### src/rtl/core/aat_pkg.sv
// ----------------------------------------------------------------------------
// Active alarm table: shared package
// Payload types, request codes, datapath commands, controller states.
// ----------------------------------------------------------------------------
package aat_pkg;

    // request codes carried in req_type
    localparam logic [1:0] REQ_APPEND = 2'd0;
    localparam logic [1:0] REQ_DELETE = 2'd1;
    localparam logic [1:0] REQ_READ   = 2'd2;

    // configuration register indexes
    localparam logic CFG_CRITICAL = 1'b0;
    localparam logic CFG_MAJOR    = 1'b1;

    localparam logic [1:0] CRITICAL_RESET = 2'd3;
    localparam logic [1:0] MAJOR_RESET    = 2'd2;

    // severity code sits in id bits 9:8
    localparam int unsigned SEV_LSB = 8;
    localparam int unsigned SEV_W   = 2;

    localparam int unsigned RESULT_LIMIT = 32;
    localparam int unsigned CNT_OUT_W    = 6;

    typedef struct packed {
        logic [1:0]  req_type;
        logic [15:0] alm_id;
        logic [15:0] alm_value;
        logic [4:0]  read_index;
        logic [5:0]  read_count;
    } t_req;

    typedef struct packed {
        logic        ok;
        logic [15:0] entry_id;
        logic [15:0] entry_value;
        logic [5:0]  total_count;
        logic [5:0]  critical_count;
        logic [5:0]  major_count;
        logic [5:0]  minor_count;
        logic        alarm_active;
        logic        beep;
        logic        last;
    } t_rsp;

    typedef struct packed {
        logic [15:0] id;
        logic [15:0] value;
    } t_entry;

    typedef enum logic [3:0] {
        DP_IDLE,
        DP_CAPTURE,
        DP_APPEND,
        DP_REC_INIT,
        DP_REC_STEP,
        DP_DEL_SEARCH,
        DP_DEL_SHIFT,
        DP_RD_INIT,
        DP_RD_FETCH,
        DP_RD_EMIT,
        DP_ACK,
        DP_NAK
    } t_dp_op;

    typedef struct packed {
        logic full;
        logic rec_done;
        logic hit;
        logic miss;
        logic shift_done;
        logic rd_bad;
        logic rd_none;
        logic rd_last;
        logic slot_free;
    } t_status;

    typedef enum logic [3:0] {
        S_IDLE,
        S_APPEND,
        S_REC_INIT,
        S_REC_RUN,
        S_DEL_SEARCH,
        S_DEL_SHIFT,
        S_RD_INIT,
        S_RD_FETCH,
        S_RD_EMIT,
        S_ACK,
        S_NAK
    } t_state;

endpackage

### src/rtl/core/aat_chan_if.sv
// ----------------------------------------------------------------------------
// Active alarm table: valid/ready channel
// Carries one payload word per handshake.
// ----------------------------------------------------------------------------
interface aat_chan_if #(
    parameter type t_payload = logic
);
    logic     valid;
    logic     ready;
    t_payload payload;

    modport source (output valid, output payload, input ready);
    modport sink   (input valid, input payload, output ready);
endinterface

### src/rtl/core/aat_ctrl.sv
// ----------------------------------------------------------------------------
// Active alarm table: controller
// Sequences append, delete, recount and read over the datapath.
// ----------------------------------------------------------------------------
module aat_ctrl (
    input  logic               i_clk,
    input  logic               i_rst_n,
    input  logic               i_valid,
    input  logic [1:0]         i_req_type,
    output logic               o_ready,
    output aat_pkg::t_dp_op    o_op,
    input  aat_pkg::t_status   i_status
);

    aat_pkg::t_state r_state;
    aat_pkg::t_state n_state;

    always_ff @(posedge i_clk) begin
        if (!i_rst_n) begin
            r_state <= aat_pkg::S_IDLE;
        end else begin
            r_state <= n_state;
        end
    end

    always_comb begin
        n_state = r_state;
        o_op    = aat_pkg::DP_IDLE;
        o_ready = 1'b0;
        unique case (r_state)
            aat_pkg::S_IDLE: begin
                o_ready = 1'b1;
                if (i_valid) begin
                    o_op = aat_pkg::DP_CAPTURE;
                    case (i_req_type)
                        aat_pkg::REQ_APPEND: begin
                            n_state = i_status.full ? aat_pkg::S_NAK : aat_pkg::S_APPEND;
                        end
                        aat_pkg::REQ_DELETE: n_state = aat_pkg::S_DEL_SEARCH;
                        aat_pkg::REQ_READ:   n_state = aat_pkg::S_RD_INIT;
                        default:             n_state = aat_pkg::S_NAK;
                    endcase
                end
            end
            aat_pkg::S_APPEND: begin
                o_op    = aat_pkg::DP_APPEND;
                n_state = aat_pkg::S_REC_INIT;
            end
            aat_pkg::S_REC_INIT: begin
                o_op    = aat_pkg::DP_REC_INIT;
                n_state = aat_pkg::S_REC_RUN;
            end
            aat_pkg::S_REC_RUN: begin
                o_op = aat_pkg::DP_REC_STEP;
                if (i_status.rec_done) begin
                    n_state = aat_pkg::S_ACK;
                end
            end
            aat_pkg::S_DEL_SEARCH: begin
                o_op = aat_pkg::DP_DEL_SEARCH;
                if (i_status.hit) begin
                    n_state = aat_pkg::S_DEL_SHIFT;
                end else if (i_status.miss) begin
                    n_state = aat_pkg::S_NAK;
                end
            end
            aat_pkg::S_DEL_SHIFT: begin
                o_op = aat_pkg::DP_DEL_SHIFT;
                if (i_status.shift_done) begin
                    n_state = aat_pkg::S_REC_INIT;
                end
            end
            aat_pkg::S_RD_INIT: begin
                o_op = aat_pkg::DP_RD_INIT;
                if (i_status.rd_bad) begin
                    n_state = aat_pkg::S_NAK;
                end else if (i_status.rd_none) begin
                    n_state = aat_pkg::S_IDLE;
                end else begin
                    n_state = aat_pkg::S_RD_FETCH;
                end
            end
            aat_pkg::S_RD_FETCH: begin
                o_op    = aat_pkg::DP_RD_FETCH;
                n_state = aat_pkg::S_RD_EMIT;
            end
            aat_pkg::S_RD_EMIT: begin
                // hold the fetched entry until the output slot opens
                if (i_status.slot_free) begin
                    o_op    = aat_pkg::DP_RD_EMIT;
                    n_state = i_status.rd_last ? aat_pkg::S_IDLE : aat_pkg::S_RD_FETCH;
                end
            end
            aat_pkg::S_ACK: begin
                if (i_status.slot_free) begin
                    o_op    = aat_pkg::DP_ACK;
                    n_state = aat_pkg::S_IDLE;
                end
            end
            aat_pkg::S_NAK: begin
                if (i_status.slot_free) begin
                    o_op    = aat_pkg::DP_NAK;
                    n_state = aat_pkg::S_IDLE;
                end
            end
            default: n_state = aat_pkg::S_IDLE;
        endcase
    end

endmodule

### src/rtl/core/aat_dp.sv
// ----------------------------------------------------------------------------
// Active alarm table: datapath
// Entry memory (oldest at slot 0), pointers, severity counters, output word.
// ----------------------------------------------------------------------------
module aat_dp #(
    parameter int unsigned MAX_ALARMS = 32
) (
    input  logic             i_clk,
    input  logic             i_rst_n,
    input  logic             i_cfg_we,
    input  logic             i_cfg_idx,
    input  logic [1:0]       i_cfg_data,
    input  aat_pkg::t_req    i_req,
    input  aat_pkg::t_dp_op  i_op,
    output aat_pkg::t_status o_status,
    output logic             o_rsp_valid,
    input  logic             i_rsp_ready,
    output aat_pkg::t_rsp    o_rsp
);

    localparam int unsigned AW = (MAX_ALARMS > 1) ? $clog2(MAX_ALARMS) : 1;
    localparam int unsigned CW = $clog2(MAX_ALARMS + 1);
    localparam int unsigned NW = (CW > 6) ? CW : 6;

    aat_pkg::t_entry r_mem [MAX_ALARMS];
    aat_pkg::t_entry r_rd_data;
    aat_pkg::t_req   r_req;
    aat_pkg::t_rsp   r_out;
    logic            r_out_valid;

    logic [1:0]      r_crit_lvl;
    logic [1:0]      r_maj_lvl;
    logic [CW-1:0]   r_count;
    logic [CW-1:0]   r_crit;
    logic [CW-1:0]   r_maj;
    logic [CW-1:0]   r_min;
    logic            r_beep;
    logic [CW-1:0]   r_acc_crit;
    logic [CW-1:0]   r_acc_maj;
    logic [CW-1:0]   r_acc_min;
    logic [CW-1:0]   r_ptr;
    logic            r_pend;
    logic [CW-1:0]   r_pend_addr;
    logic [5:0]      r_rem;

    logic [AW-1:0]   w_rd_addr;
    logic            w_rd_en;
    logic [AW-1:0]   w_wr_addr;
    aat_pkg::t_entry w_wr_data;
    logic            w_we;
    logic            w_hit;
    logic            w_rec_done;
    logic            w_shift_done;
    logic [NW-1:0]   w_avail;
    logic [NW-1:0]   w_n;
    logic [1:0]      w_sev;
    logic            w_load;
    logic            w_slot_free;

    assign w_slot_free  = !r_out_valid || i_rsp_ready;
    assign w_hit        = r_pend && (r_rd_data.id == r_req.alm_id);
    assign w_rec_done   = (r_ptr == r_count) && !r_pend;
    assign w_shift_done = (r_ptr >= r_count) && !r_pend;
    assign w_sev        = r_rd_data.id[aat_pkg::SEV_LSB +: aat_pkg::SEV_W];

    always_comb begin
        w_avail = NW'(r_count) - NW'(r_req.read_index);
        w_n     = (NW'(r_req.read_count) < w_avail) ? NW'(r_req.read_count) : w_avail;
        if (w_n > NW'(aat_pkg::RESULT_LIMIT)) begin
            w_n = NW'(aat_pkg::RESULT_LIMIT);
        end
    end

    always_comb begin
        o_status            = '0;
        o_status.full       = (r_count >= CW'(MAX_ALARMS));
        o_status.rec_done   = w_rec_done;
        o_status.hit        = w_hit;
        o_status.miss       = !w_hit && (r_ptr == '0);
        o_status.shift_done = w_shift_done;
        o_status.rd_bad     = NW'(r_req.read_index) >= NW'(r_count);
        o_status.rd_none    = (r_req.read_count == '0);
        o_status.rd_last    = (r_rem == 6'd1);
        o_status.slot_free  = w_slot_free;
    end

    // memory read port: one address per cycle, picked by the current command
    always_comb begin
        w_rd_en   = 1'b0;
        w_rd_addr = AW'(r_ptr);
        case (i_op)
            aat_pkg::DP_REC_STEP: begin
                w_rd_en = (r_ptr != r_count);
            end
            aat_pkg::DP_DEL_SEARCH: begin
                w_rd_en   = (r_ptr != '0) && !w_hit;
                w_rd_addr = AW'(r_ptr - CW'(1));
            end
            aat_pkg::DP_DEL_SHIFT: begin
                w_rd_en = (r_ptr < r_count);
            end
            aat_pkg::DP_RD_FETCH: begin
                // logical position 0 is the newest, stored at the top slot
                w_rd_en   = 1'b1;
                w_rd_addr = AW'(r_count - CW'(1) - r_ptr);
            end
            default: w_rd_en = 1'b0;
        endcase
    end

    always_comb begin
        w_we      = 1'b0;
        w_wr_addr = AW'(r_count);
        w_wr_data = '{id: r_req.alm_id, value: r_req.alm_value};
        if (i_op == aat_pkg::DP_APPEND) begin
            w_we = 1'b1;
        end else if (i_op == aat_pkg::DP_DEL_SHIFT && r_pend) begin
            // move the entry one slot down to close the gap
            w_we      = 1'b1;
            w_wr_addr = AW'(r_pend_addr - CW'(1));
            w_wr_data = r_rd_data;
        end
    end

    always_ff @(posedge i_clk) begin
        if (w_we) begin
            r_mem[w_wr_addr] <= w_wr_data;
        end
        if (w_rd_en) begin
            r_rd_data <= r_mem[w_rd_addr];
        end
    end

    always_ff @(posedge i_clk) begin
        if (i_op == aat_pkg::DP_CAPTURE) begin
            r_req <= i_req;
        end
    end

    always_ff @(posedge i_clk) begin
        if (!i_rst_n) begin
            r_crit_lvl <= aat_pkg::CRITICAL_RESET;
            r_maj_lvl  <= aat_pkg::MAJOR_RESET;
        end else if (i_cfg_we) begin
            unique case (i_cfg_idx)
                aat_pkg::CFG_CRITICAL: r_crit_lvl <= i_cfg_data;
                aat_pkg::CFG_MAJOR:    r_maj_lvl  <= i_cfg_data;
                default:               r_maj_lvl  <= r_maj_lvl;
            endcase
        end
    end

    always_ff @(posedge i_clk) begin
        if (!i_rst_n) begin
            r_count     <= '0;
            r_crit      <= '0;
            r_maj       <= '0;
            r_min       <= '0;
            r_beep      <= 1'b0;
            r_acc_crit  <= '0;
            r_acc_maj   <= '0;
            r_acc_min   <= '0;
            r_ptr       <= '0;
            r_pend      <= 1'b0;
            r_pend_addr <= '0;
            r_rem       <= '0;
        end else begin
            case (i_op)
                aat_pkg::DP_CAPTURE: begin
                    r_ptr  <= r_count;
                    r_pend <= 1'b0;
                end
                aat_pkg::DP_APPEND: begin
                    r_count <= r_count + CW'(1);
                end
                aat_pkg::DP_REC_INIT: begin
                    r_ptr      <= '0;
                    r_pend     <= 1'b0;
                    r_acc_crit <= '0;
                    r_acc_maj  <= '0;
                    r_acc_min  <= '0;
                end
                aat_pkg::DP_REC_STEP: begin
                    if (r_ptr != r_count) begin
                        r_ptr  <= r_ptr + CW'(1);
                        r_pend <= 1'b1;
                    end else begin
                        r_pend <= 1'b0;
                    end
                    if (r_pend) begin
                        // critical wins when both levels hold the same code
                        if (w_sev == r_crit_lvl) begin
                            r_acc_crit <= r_acc_crit + CW'(1);
                        end else if (w_sev == r_maj_lvl) begin
                            r_acc_maj <= r_acc_maj + CW'(1);
                        end else begin
                            r_acc_min <= r_acc_min + CW'(1);
                        end
                    end
                    if (w_rec_done) begin
                        r_crit <= r_acc_crit;
                        r_maj  <= r_acc_maj;
                        r_min  <= r_acc_min;
                        if (r_acc_crit == '0 && r_acc_maj == '0) begin
                            r_beep <= 1'b0;
                        end else if (r_acc_maj > r_maj || r_acc_crit > r_crit) begin
                            r_beep <= 1'b1;
                        end
                    end
                end
                aat_pkg::DP_DEL_SEARCH: begin
                    // walk from the newest slot down
                    if (w_hit) begin
                        r_ptr  <= r_pend_addr + CW'(1);
                        r_pend <= 1'b0;
                    end else if (r_ptr != '0) begin
                        r_ptr       <= r_ptr - CW'(1);
                        r_pend      <= 1'b1;
                        r_pend_addr <= r_ptr - CW'(1);
                    end else begin
                        r_pend <= 1'b0;
                    end
                end
                aat_pkg::DP_DEL_SHIFT: begin
                    if (r_ptr < r_count) begin
                        r_ptr       <= r_ptr + CW'(1);
                        r_pend      <= 1'b1;
                        r_pend_addr <= r_ptr;
                    end else begin
                        r_pend <= 1'b0;
                    end
                    if (w_shift_done) begin
                        r_count <= r_count - CW'(1);
                    end
                end
                aat_pkg::DP_RD_INIT: begin
                    r_ptr <= CW'(r_req.read_index);
                    r_rem <= 6'(w_n);
                end
                aat_pkg::DP_RD_EMIT: begin
                    r_ptr <= r_ptr + CW'(1);
                    r_rem <= r_rem - 6'd1;
                end
                default: r_rem <= r_rem;
            endcase
        end
    end

    assign w_load = (i_op == aat_pkg::DP_RD_EMIT) || (i_op == aat_pkg::DP_ACK)
                 || (i_op == aat_pkg::DP_NAK);

    always_ff @(posedge i_clk) begin
        if (!i_rst_n) begin
            r_out_valid <= 1'b0;
        end else if (w_load) begin
            r_out_valid <= 1'b1;
        end else if (i_rsp_ready) begin
            r_out_valid <= 1'b0;
        end
    end

    always_ff @(posedge i_clk) begin
        if (w_load) begin
            r_out.ok             <= (i_op != aat_pkg::DP_NAK);
            r_out.entry_id       <= (i_op == aat_pkg::DP_RD_EMIT) ? r_rd_data.id : 16'd0;
            r_out.entry_value    <= (i_op == aat_pkg::DP_RD_EMIT) ? r_rd_data.value : 16'd0;
            r_out.total_count    <= aat_pkg::CNT_OUT_W'(r_count);
            r_out.critical_count <= aat_pkg::CNT_OUT_W'(r_crit);
            r_out.major_count    <= aat_pkg::CNT_OUT_W'(r_maj);
            r_out.minor_count    <= aat_pkg::CNT_OUT_W'(r_min);
            r_out.alarm_active   <= (r_count != '0);
            r_out.beep           <= r_beep;
            r_out.last           <= (i_op != aat_pkg::DP_RD_EMIT) || (r_rem == 6'd1);
        end
    end

    assign o_rsp_valid = r_out_valid;
    assign o_rsp       = r_out;

`ifndef SYNTHESIS
    a_count_bound: assert property (@(posedge i_clk) disable iff (!i_rst_n)
        r_count <= CW'(MAX_ALARMS))
        else $error("entry count beyond table depth");

    a_append_room: assert property (@(posedge i_clk) disable iff (!i_rst_n)
        (i_op == aat_pkg::DP_APPEND) |-> (r_count < CW'(MAX_ALARMS)))
        else $error("append into a full table");

    a_ack_sums: assert property (@(posedge i_clk) disable iff (!i_rst_n)
        (i_op == aat_pkg::DP_ACK) |->
            ((CW+2)'(r_crit) + (CW+2)'(r_maj) + (CW+2)'(r_min) == (CW+2)'(r_count)))
        else $error("severity counts do not add up to entry count");

    a_beep_cause: assert property (@(posedge i_clk) disable iff (!i_rst_n)
        r_beep |-> (r_crit != '0 || r_maj != '0))
        else $error("beep set with no critical or major alarm");

    a_emit_slot: assert property (@(posedge i_clk) disable iff (!i_rst_n)
        w_load |-> w_slot_free)
        else $error("output word overwritten before it was taken");
`endif

endmodule

### src/rtl/core/active_alarm_table.sv
// ----------------------------------------------------------------------------
// Active alarm table
// Bounded newest-first alarm list with append, delete by id, severity
// recount, alarm/beep flags and ranged reads.
//
//   channel   dir   payload      words per request
//   i_req     in    t_req        one request word
//   o_rsp     out   t_rsp        one word; a read gives one per entry (<=32)
//   i_cfg_*   in    level write  -
//
// Append and a matched delete end in a severity recount; delete searches from
// the newest entry down to the first match, or to the oldest on no match: one
// entry per cycle for search, gap closing and the severity recount. A read
// fetches and then emits one entry at a time.
// Reset is synchronous; the table starts empty, no sweep.
// A stalled o_rsp holds the word and pauses the sequence; i_req is taken
// again once the last word of a request is in the output register.
// ----------------------------------------------------------------------------
module active_alarm_table #(
    parameter int unsigned MAX_ALARMS = 32
) (
    input  logic       i_clk,
    input  logic       i_rst_n,
    aat_chan_if.sink   i_req,
    aat_chan_if.source o_rsp,
    input  logic       i_cfg_we,
    input  logic       i_cfg_idx,
    input  logic [1:0] i_cfg_data
);

    aat_pkg::t_dp_op  w_op;
    aat_pkg::t_status w_status;
    aat_pkg::t_req    w_req;
    aat_pkg::t_rsp    w_rsp;
    logic             w_ready;
    logic             w_rsp_valid;

    assign w_req         = i_req.payload;
    assign i_req.ready   = w_ready;
    assign o_rsp.valid   = w_rsp_valid;
    assign o_rsp.payload = w_rsp;

    aat_ctrl u_ctrl (
        .i_clk      (i_clk),
        .i_rst_n    (i_rst_n),
        .i_valid    (i_req.valid),
        .i_req_type (w_req.req_type),
        .o_ready    (w_ready),
        .o_op       (w_op),
        .i_status   (w_status)
    );

    aat_dp #(
        .MAX_ALARMS (MAX_ALARMS)
    ) u_dp (
        .i_clk       (i_clk),
        .i_rst_n     (i_rst_n),
        .i_cfg_we    (i_cfg_we),
        .i_cfg_idx   (i_cfg_idx),
        .i_cfg_data  (i_cfg_data),
        .i_req       (w_req),
        .i_op        (w_op),
        .o_status    (w_status),
        .o_rsp_valid (w_rsp_valid),
        .i_rsp_ready (o_rsp.ready),
        .o_rsp       (w_rsp)
    );

endmodule

### src/flat_wrapper.sv
// flat-port wrapper written by rule: the top's interface ports become plain ports
module active_alarm_table_flat import aat_pkg::*;
#(
    parameter int unsigned MAX_ALARMS = 32
)
  (i_clk, i_rst_n, i_cfg_we, i_cfg_idx, i_cfg_data, i_req_valid, i_req_payload, i_req_ready, o_rsp_valid, o_rsp_payload, o_rsp_ready);
  aat_chan_if #(.t_payload(t_req)) i_req_i ();
  aat_chan_if #(.t_payload(t_rsp)) o_rsp_i ();
  input  logic i_clk;
  input  logic i_rst_n;
  input  logic i_cfg_we;
  input  logic i_cfg_idx;
  input  logic [1:0] i_cfg_data;
  input wire logic [$bits(i_req_i.valid)-1:0] i_req_valid;
  input wire logic [$bits(i_req_i.payload)-1:0] i_req_payload;
  output wire logic [$bits(i_req_i.ready)-1:0] i_req_ready;
  output wire logic [$bits(o_rsp_i.valid)-1:0] o_rsp_valid;
  output wire logic [$bits(o_rsp_i.payload)-1:0] o_rsp_payload;
  input wire logic [$bits(o_rsp_i.ready)-1:0] o_rsp_ready;
  assign i_req_i.valid = i_req_valid;
  assign i_req_i.payload = i_req_payload;
  assign i_req_ready = i_req_i.ready;
  assign o_rsp_valid = o_rsp_i.valid;
  assign o_rsp_payload = o_rsp_i.payload;
  assign o_rsp_i.ready = o_rsp_ready;
  active_alarm_table #(.MAX_ALARMS(MAX_ALARMS)) u_core (.i_clk(i_clk), .i_rst_n(i_rst_n), .i_req(i_req_i), .o_rsp(o_rsp_i), .i_cfg_we(i_cfg_we), .i_cfg_idx(i_cfg_idx), .i_cfg_data(i_cfg_data));
endmodule
### config.mk
export PLATFORM = sky130hd
export DESIGN_NAME = active_alarm_table_flat
export DESIGN_NICKNAME = d
export VERILOG_FILES = /design/src/rtl/core/aat_pkg.sv /design/src/rtl/core/aat_chan_if.sv /design/src/rtl/core/aat_ctrl.sv /design/src/rtl/core/aat_dp.sv /design/src/rtl/core/active_alarm_table.sv /design/src/flat_wrapper.sv
export SDC_FILE = /design/constraint.sdc
export NUM_CORES = 2
export LEC_CHECK = 0
export CAP_MARGIN = 20
export CORE_ASPECT_RATIO = 0.7
export CORE_MARGIN = 1
export CORE_UTILIZATION = 40
export DETAILED_ROUTE_END_ITERATION = 16
export DONT_BUFFER_PORTS = 1
export PLACE_DENSITY_LB_ADDON = 0.05
export SYNTH_ARGS = -nofsm -noshare
export SYNTH_HDL_FRONTEND = slang
export SYNTH_HIERARCHICAL = 1
export SYNTH_SLANG_ARGS = --single-unit
### constraint.sdc
create_clock -name i_clk -period 6.45 [get_ports i_clk]
set_input_delay 0.645 -clock i_clk [delete_from_list [all_inputs] [get_ports i_clk]]
set_output_delay 0.645 -clock i_clk [all_outputs]
set_load 0.02 [all_outputs]
# [Word level (Yosys, flattened, before mapping)]
# Memories as Yosys holds them, arrays and structs flattened. A register that Yosys moved wholly into a read port is not among the register bits.
# Index checks and enable logic that the tools add are counted.
[word_totals] ram_bits=1024 wordCells=206 memories=1 input_bits=53 out_inout_bits=62 ff_bits=174
[memory_table] name="u_core.u_dp.r_mem" depth=32 width=32 read_ports=1 rd_clocked_by_memory_dff=1 write_ports=1 line_no="aat_dp.sv:25" source="aat_pkg::t_entry r_mem [MAX_ALARMS];"
[op_classes] eq_ne=48 bitwise=1 n_reduce_logical=44 add_sub_neg=12 muxes=62 n_lt_le_gt_ge=8
[op_table] op="2-to-1 mux 6 bit" count=17
[op_table] op="case mux 6 bit (2 select lines)" count=6
[op_table] op="2-to-1 mux 32 bit" count=2
[op_table] op="2-to-1 mux 4 bit" count=12
[op_table] op="case mux 4 bit (11 select lines)" count=1
[op_table] op="case mux 6 bit (7 select lines)" count=1
[op_table] op="case mux 4 bit (10 select lines)" count=1
[op_table] op="adder 6 x 1 -> 6 bit, second input constant" count=6
[op_table] op="== test 4 x 3 -> 1 bit, second input constant" count=8
[op_table] op="== test 4 bit, second input constant" count=7
[op_table] op="inequality test 2 bit, second input constant" count=13
[op_table] op="logical NOT 6 bit" count=4
[op_table] op="subtractor 6 x 1 -> 6 bit, second input constant" count=3
[op_table] op="== test 16 bit" count=1
[op_table] op="== test 4 x 2 -> 1 bit, second input constant" count=4
[op_table] op="AND reduction 4 bit" count=4
[op_table] op="2-to-1 mux 1 bit" count=14
[op_table] op="greater-than comparator 6 bit" count=2
[op_table] op="< comparator 6 bit" count=2
[op_table] op="case mux 4 bit (3 select lines)" count=1
[op_table] op="nonzero test 2 bit" count=6
[op_table] op="nonzero test 6 bit" count=2
[op_table] op="2-to-1 mux 5 bit" count=2
[op_table] op="case mux 5 bit (2 select lines)" count=1
[op_table] op="31 further kinds" count=55

# [Depth between registers and ports, before layout]
[depth] depth_word=10 ltp_mapped=17 depth_no_buf=14

# [Modules after synthesis]
# The synthesis kept the hierarchy.
[by_module_without_submodules] mod="aat_dp" seq_area_each_um2=36144.7 cells_per_inst=3224 area_each_um2=49799.0 instances=1
[by_module_without_submodules] mod="aat_ctrl" seq_area_each_um2=80.1 cells_per_inst=82 area_each_um2=611.8 instances=1

# [Least setup slack after synthesis]
# Ideal clock, no wire load.
[synth_timing] path_kind="in2reg" start="in o_rsp_ready" end="reg u_core/u_dp/r_req[0] (netlist bit), enable pin" setup_ns=0.497 arrival_ns=4.428 setup_slack_ns=1.526 stages=7 required_time_ns=5.953 n_path_buf=2 path_cell_list="nand2b_1 buf_4 a31oi_1 nor2_1 buf_4 nand2b_1 nor3_1"
[synth_rtl] element="start, declared" line_no="flat_wrapper.sv:19" source="input wire logic [$bits(o_rsp_i.ready)-1:0] o_rsp_ready;"
[synth_rtl] element="end signal, assigned" line_no="aat_dp.sv:136" source="r_req <= i_req;"
[synth_rtl] element="end, declared" line_no="aat_dp.sv:27" source="aat_pkg::t_req r_req;"

# [Worst setup path in the final report]
[layout_timing] start="reg u_core.u_ctrl.r_state[1]" end="mem u_core/u_dp/r_mem[30][31] (netlist bit), enable pin"
[layout_via] elab_chain_cells=8 elab_cells_between_ends=21 cone_classes="eq/ne (12); mux (7); reduce/logical (2)"
[layout_lines] element="start, declared" line_no="aat_ctrl.sv:15" source="aat_pkg::t_state r_state;"
[layout_lines] element="start signal, assigned" line_no="aat_ctrl.sv:20" source="r_state <= aat_pkg::S_IDLE;"
[layout_lines] element="start signal, assigned" line_no="aat_ctrl.sv:22" source="r_state <= n_state;"
[layout_lines] element="== test 4 bit, or another cell as far along" line_no="aat_ctrl.sv:30" source="unique case (r_state)"
[layout_lines] element="case mux 4 bit (11 select lines) (*)" line_no="aat_ctrl.sv:30"
[layout_lines] element="named net u_core.w_op[1]" line_no="active_alarm_table.sv:31" source="aat_pkg::t_dp_op w_op;"
[layout_lines] element="== test 4 x 3 -> 1 bit" line_no="aat_dp.sv:117" source="end else if (i_op == aat_pkg::DP_DEL_SHIFT && r_pend) begin"
[layout_lines] element="logical AND 1 bit" line_no="aat_dp.sv:117"
[layout_lines] element="2-to-1 mux 1 bit" line_no="aat_dp.sv:117"
[layout_lines] element="2-to-1 mux 1 bit" line_no="aat_dp.sv:115" source="if (i_op == aat_pkg::DP_APPEND) begin"
[layout_lines] element="2-to-1 mux 1 bit" line_no="aat_dp.sv:126" source="if (w_we) begin"
[layout_lines] element="2-to-1 mux 1 bit (implied by the code)" line_no="aat_dp.sv:127" source="r_mem[w_wr_addr] <= w_wr_data;"
[layout_lines] element="end, declared" line_no="aat_dp.sv:25"
# Mark *: on every way through the listed nets, which the timed path passes. The rest lies on a longest branch.

==> load_flow_metrics.sql <==
INSERT INTO impl_metrics (metric_group, metric, value, unit) VALUES
('setup_path', 'setup.worst_path.start_class', 'flop', ''),
('yosys', 'ys_ff_latch', '1230', ''),
('yosys', 'ys_types', '94', ''),
('power_and_ir_drop', 'pwr_density_cell', '475.6', 'mW/mm²'),
('yosys', 'synth.most_common_cell', 'sky130_fd_sc_hd__edfxtp_1', ''),
('drt', 'routedWlPerCell', '29.30', 'µm'),
('yosys', 'synth.cells.most_frequent', '1159 x sky130_fd_sc_hd__edfxtp_1, 471 x sky130_fd_sc_hd__nand2_1, 262 x sky130_fd_sc_hd__mux2i_1, 190 x sky130_fd_sc_hd__a32oi_1, 141 x sky130_fd_sc_hd__a21oi_1', ''),
('sta', 'timing_max_transition_violations_final', '0', ''),
('floorplan', 'die-area', '0.1275', 'mm²'),
('final_layout', 'insertedDiodeCount', '0', ''),
('final_layout', 'design.final.nets', '3461', ''),
('drt', 'first_pass_iters', '5', ''),
('yosys', 'number_of_synthesized_flops_with_an_enable_pin', '1159', ''),
('final_layout', 'fillCellCount', '10758', ''),
('yosys', 'synth.avg_cell_area', '15.25', 'µm²'),
('power_and_ir_drop', 'cellLeakagePower', '18.24', 'nW'),
('global_route', 'grt-ovfl-total', '0', ''),
('setup_path', 'path_class', 'reg2reg', ''),
('sta', 'maximum_clock_skew_at_final_layout', '0.02625', 'ns'),
('floorplan', 'floorplan.die.width', '426.3', 'µm'),
('setup_path', 'critPathMaxFanout', '18', ''),
('global_route', 'grt_pass1_wl', '213100', 'µm'),
('sta', 'fin_setup_tns', '0', 'ns'),
('sta', 'rsz_0062_raised_after_global_routing', 'no', ''),
('clock_tree', 'cts_setup_buffers', '0', ''),
('yosys', 'synthArstFlopShare', '0', ''),
('placed_design', 'pre_cts_slack', '1.342', 'ns'),
('yosys', 'yosysSeqAreaShare', '0.7186', ''),
('sta', 'hold_slack', '0.07033', 'ns'),
('sta', 'post-route-min-period', '5.095', 'ns'),
('drt', 'vias', '29500', ''),
('clock_tree', 'number_of_clock_buffers_inserted_by_tritoncts', '121', ''),
('yosys', 'synth_flop_cell', 'sky130_fd_sc_hd__edfxtp_1', ''),
('global_route', 'grt_start_max_net_pins', '132', ''),
('global_route', 'initial_antenna_violation_count', '3', ''),
('sta', 'setup_slack', '1.355', 'ns'),
('clock_tree', 'clk_pin_slew_worst_paths', '0.06', 'ns'),
('global_route', 'globalRouteTotalUtil', '0.2335', ''),
('drt', 'post-route-drc-count', '0', ''),
('clock_tree', 'cts-htree-levels', '3', ''),
('floorplan', 'dieHeight', '299.0', 'µm'),
('floorplan', 'io_count', '115', ''),
('sta', 'finalSetupViolations', '0', ''),
('sta', 'timing.fmax', '196.3', 'MHz'),
('yosys', 'synthesis.instances', '3306', ''),
('global_route', 'first_global_vias', '28993', ''),
('placed_design', 'gpl.final_weighted_congestion', '0.8571', ''),
('placed_design', 'dp.final_hpwl', '88070', 'µm'),
('sta', 'tightest_slew', '1.212', 'ns'),
('placed_design', 'port_buffers', '0', ''),
('yosys', 'synth_nets', '3409', ''),
('clock_tree', 'ctsLongestPathBuffers', '3', ''),
('setup_path', 'arrival', '5.53', 'ns'),
('job', 'max_cap_viol_count', '0', ''),
('floorplan', 'num_rows', '108', ''),
('final_layout', 'synthToLayoutAreaGrowth', '13.20', '%'),
('setup_path', 'crit_path_end_kind', 'flop', ''),
('sta', 'slew_headroom', '0.1891', ''),
('yosys', 'post_synth_instance_area', '0.05041', 'mm²'),
('floorplan', 'core-area', '0.1245', 'mm²'),
('floorplan', 'initial_utilization', '0.4051', ''),
('final_layout', 'utilization_of_the_core_after_routing', '0.4585', ''),
('clock_tree', 'cts_tree', 'yes', ''),
('drt', 'detail_route.vias_per_cell', '5.773', ''),
('status', 'outcome', 'completed', ''),
('yosys', 'yosys_warnings', '6', ''),
('yosys', 'ys_top_cells_by_area', 'sky130_fd_sc_hd__edfxtp_1 69%, sky130_fd_sc_hd__mux2i_1 5.2%, sky130_fd_sc_hd__nand2_1 3.5%', ''),
('yosys', 'synth_largest_area_cell', 'sky130_fd_sc_hd__edfxtp_1', ''),
('power_and_ir_drop', 'total_power', '27.14', 'mW'),
('clock_tree', 'tritoncts_sink_count', '1230', ''),
('min_path', 'hold_path_class', 'in2reg', '');
routing by layer:
metal,global-route usage,vias to the layer above,share of wire,wire length (µm)
li1,-,12978,-,-
met1,0.3598,15331,0.48,72490
met2,0.3412,1007,0.43,64650
met3,0.04378,182,0.064,9634
met4,0.05061,2,0.020,2937
met5,0,-,0.00010,15
per-stage QoR:
stage | area [µm²] | instances
2_1_floorplan | 50410 | 3306
3_3_place_gp | 52680 | 4833
3_5_place_dp | 52700 | 4835
4_1_cts | 57050 | 5108
5_1_grt | 57060 | 5110
6_report | 57060 | 5110
logic make-up (layout without fill, tap and decap cells):
| logic type | count (synthesis) | in the layout | share of synthesized area |
|---|---|---|---|
| mux | 295 | 295 | 0.05939 |
| xor+xnor | 64 | 64 | 0.01112 |
| compound gates | 600 | 600 | 0.09384 |
| buf+inv | 248 | 402 | 0.02482 |
| fa+ha+maj | 50 | 50 | 0.01271 |
| simple gates | 819 | 819 | 0.07952 |
| flops | 1230 | 1230 | 0.7186 |
repair_timing:
| item | CTS | global route |
|---|---|---|
| resized for setup | 0 | 0 |
| hold buffers | 48 | 0 |
| endpoints found under the hold margin | 61 | 0 |
| endpoints found under the setup margin | 0 | 0 |
flip-flops by register name (all words and copies together) (netlist names), 4 cells and up:
signal / count
u_core/u_dp/r_acc_crit: 6
u_core/u_ctrl/r_state: 4
u_core/u_dp/r_acc_maj: 6
u_core/u_dp/o_rsp: 60
u_core/u_dp/r_pend_addr: 6
u_core/u_dp/r_rd_data: 32
u_core/u_dp/r_crit: 6
u_core/u_dp/r_rem: 6
u_core/u_dp/r_acc_min: 6
u_core/u_dp/r_count: 6
u_core/u_dp/r_min: 6
u_core/u_dp/r_req: 43
u_core/u_dp/r_ptr: 6
u_core/u_dp/r_mem: 1024
u_core/u_dp/r_maj: 6
placed cells by master, fill, tap and decap left out, types with 23 or more instances in the layout:
| cell type | count |
|---|---|
| sky130_fd_sc_hd__buf_4 | 51 |
| sky130_fd_sc_hd__nor4_2 | 30 |
| sky130_fd_sc_hd__a21oi_1 | 141 |
| sky130_fd_sc_hd__clkbuf_16 | 124 |
| sky130_fd_sc_hd__clkbuf_1 | 28 |
| sky130_fd_sc_hd__xnor2_1 | 41 |
| sky130_fd_sc_hd__dfxtp_1 | 71 |
| sky130_fd_sc_hd__nand3_1 | 29 |
| sky130_fd_sc_hd__ha_1 | 48 |
| sky130_fd_sc_hd__mux2_2 | 33 |
| sky130_fd_sc_hd__a32oi_1 | 190 |
| sky130_fd_sc_hd__edfxtp_1 | 1159 |
| sky130_fd_sc_hd__xor2_1 | 23 |
| sky130_fd_sc_hd__nand2_1 | 466 |
| sky130_fd_sc_hd__dlygate4sd3_1 | 48 |
| sky130_fd_sc_hd__a2111oi_2 | 30 |
| sky130_fd_sc_hd__o2bb2ai_1 | 62 |
| sky130_fd_sc_hd__and2_1 | 40 |
| sky130_fd_sc_hd__nor2_1 | 65 |
| sky130_fd_sc_hd__inv_1 | 45 |
| sky130_fd_sc_hd__mux2i_1 | 262 |
| sky130_fd_sc_hd__o21ai_0 | 33 |
| sky130_fd_sc_hd__clkinv_2 | 27 |
| sky130_fd_sc_hd__nor2_4 | 42 |
| sky130_fd_sc_hd__a22o_1 | 32 |
| sky130_fd_sc_hd__buf_12 | 28 |
cell type report:
type,count,area (µm²),share of cell area
sequential,1230,36220,0.6348
multi-input combinational,1828,13280,0.2327
clock buffer,155,3249,0.05694
tap,1650,2064,0.03618
timing repair buffer,131,1453,0.02546
clock inverter,70,621.8,0.01090
inverter,46,172.7,0.003026
power breakdown:
part | internal [mW] | switching (mW) | total [mW] | leakage, nW
combinational | 2.81 | 6.45 | 9.26 | 5.31
clock | 3.91 | 3.06 | 6.98 | 1.90
sequential | 10.3 | 0.584 | 10.9 | 11.0
total | 17.0 | 10.1 | 27.1 | 18.2
path summary, 6_finish.rpt:
| path | slack [ns] | to | startpoint | cells after the start |
|---|---|---|---|---|
| setup reg to reg | 1.35 | u_core/u_dp/r_mem[30][31]$_DFFE_PP_ | u_core/u_ctrl/r_state[1]$_SDFFE_PN0P_ | 12 |
| setup / recovery | 1.35 | u_core/u_dp/r_mem[30][31]$_DFFE_PP_ | u_core/u_ctrl/r_state[1]$_SDFFE_PN0P_ | 12 |
| hold reg to reg | 0.44 | u_core/u_dp/o_rsp[5]$_DFFE_PP_ | u_core/u_dp/r_min[2]$_SDFFE_PN0P_ | 0 |
| hold / removal | 0.07 | u_core/u_ctrl/r_state[2]$_SDFFE_PN0P_ | i_rst_n | 2 |
worst max-delay path: stages (launching register included):
cell                       delay [ns]
sky130_fd_sc_hd__dfxtp_1         0.71
sky130_fd_sc_hd__nor2_1          0.16
sky130_fd_sc_hd__a211oi_2        0.70
sky130_fd_sc_hd__buf_4           0.30
sky130_fd_sc_hd__nand2b_1        0.11
sky130_fd_sc_hd__nor2_1          0.13
sky130_fd_sc_hd__buf_4           0.23
sky130_fd_sc_hd__nand2_2         0.21
sky130_fd_sc_hd__nor2_1          0.21
sky130_fd_sc_hd__a21oi_1         0.14
sky130_fd_sc_hd__or3_1           0.63
sky130_fd_sc_hd__nor2_4          0.87
sky130_fd_sc_hd__buf_4           0.36
Power figures use the tool's default switching activity.
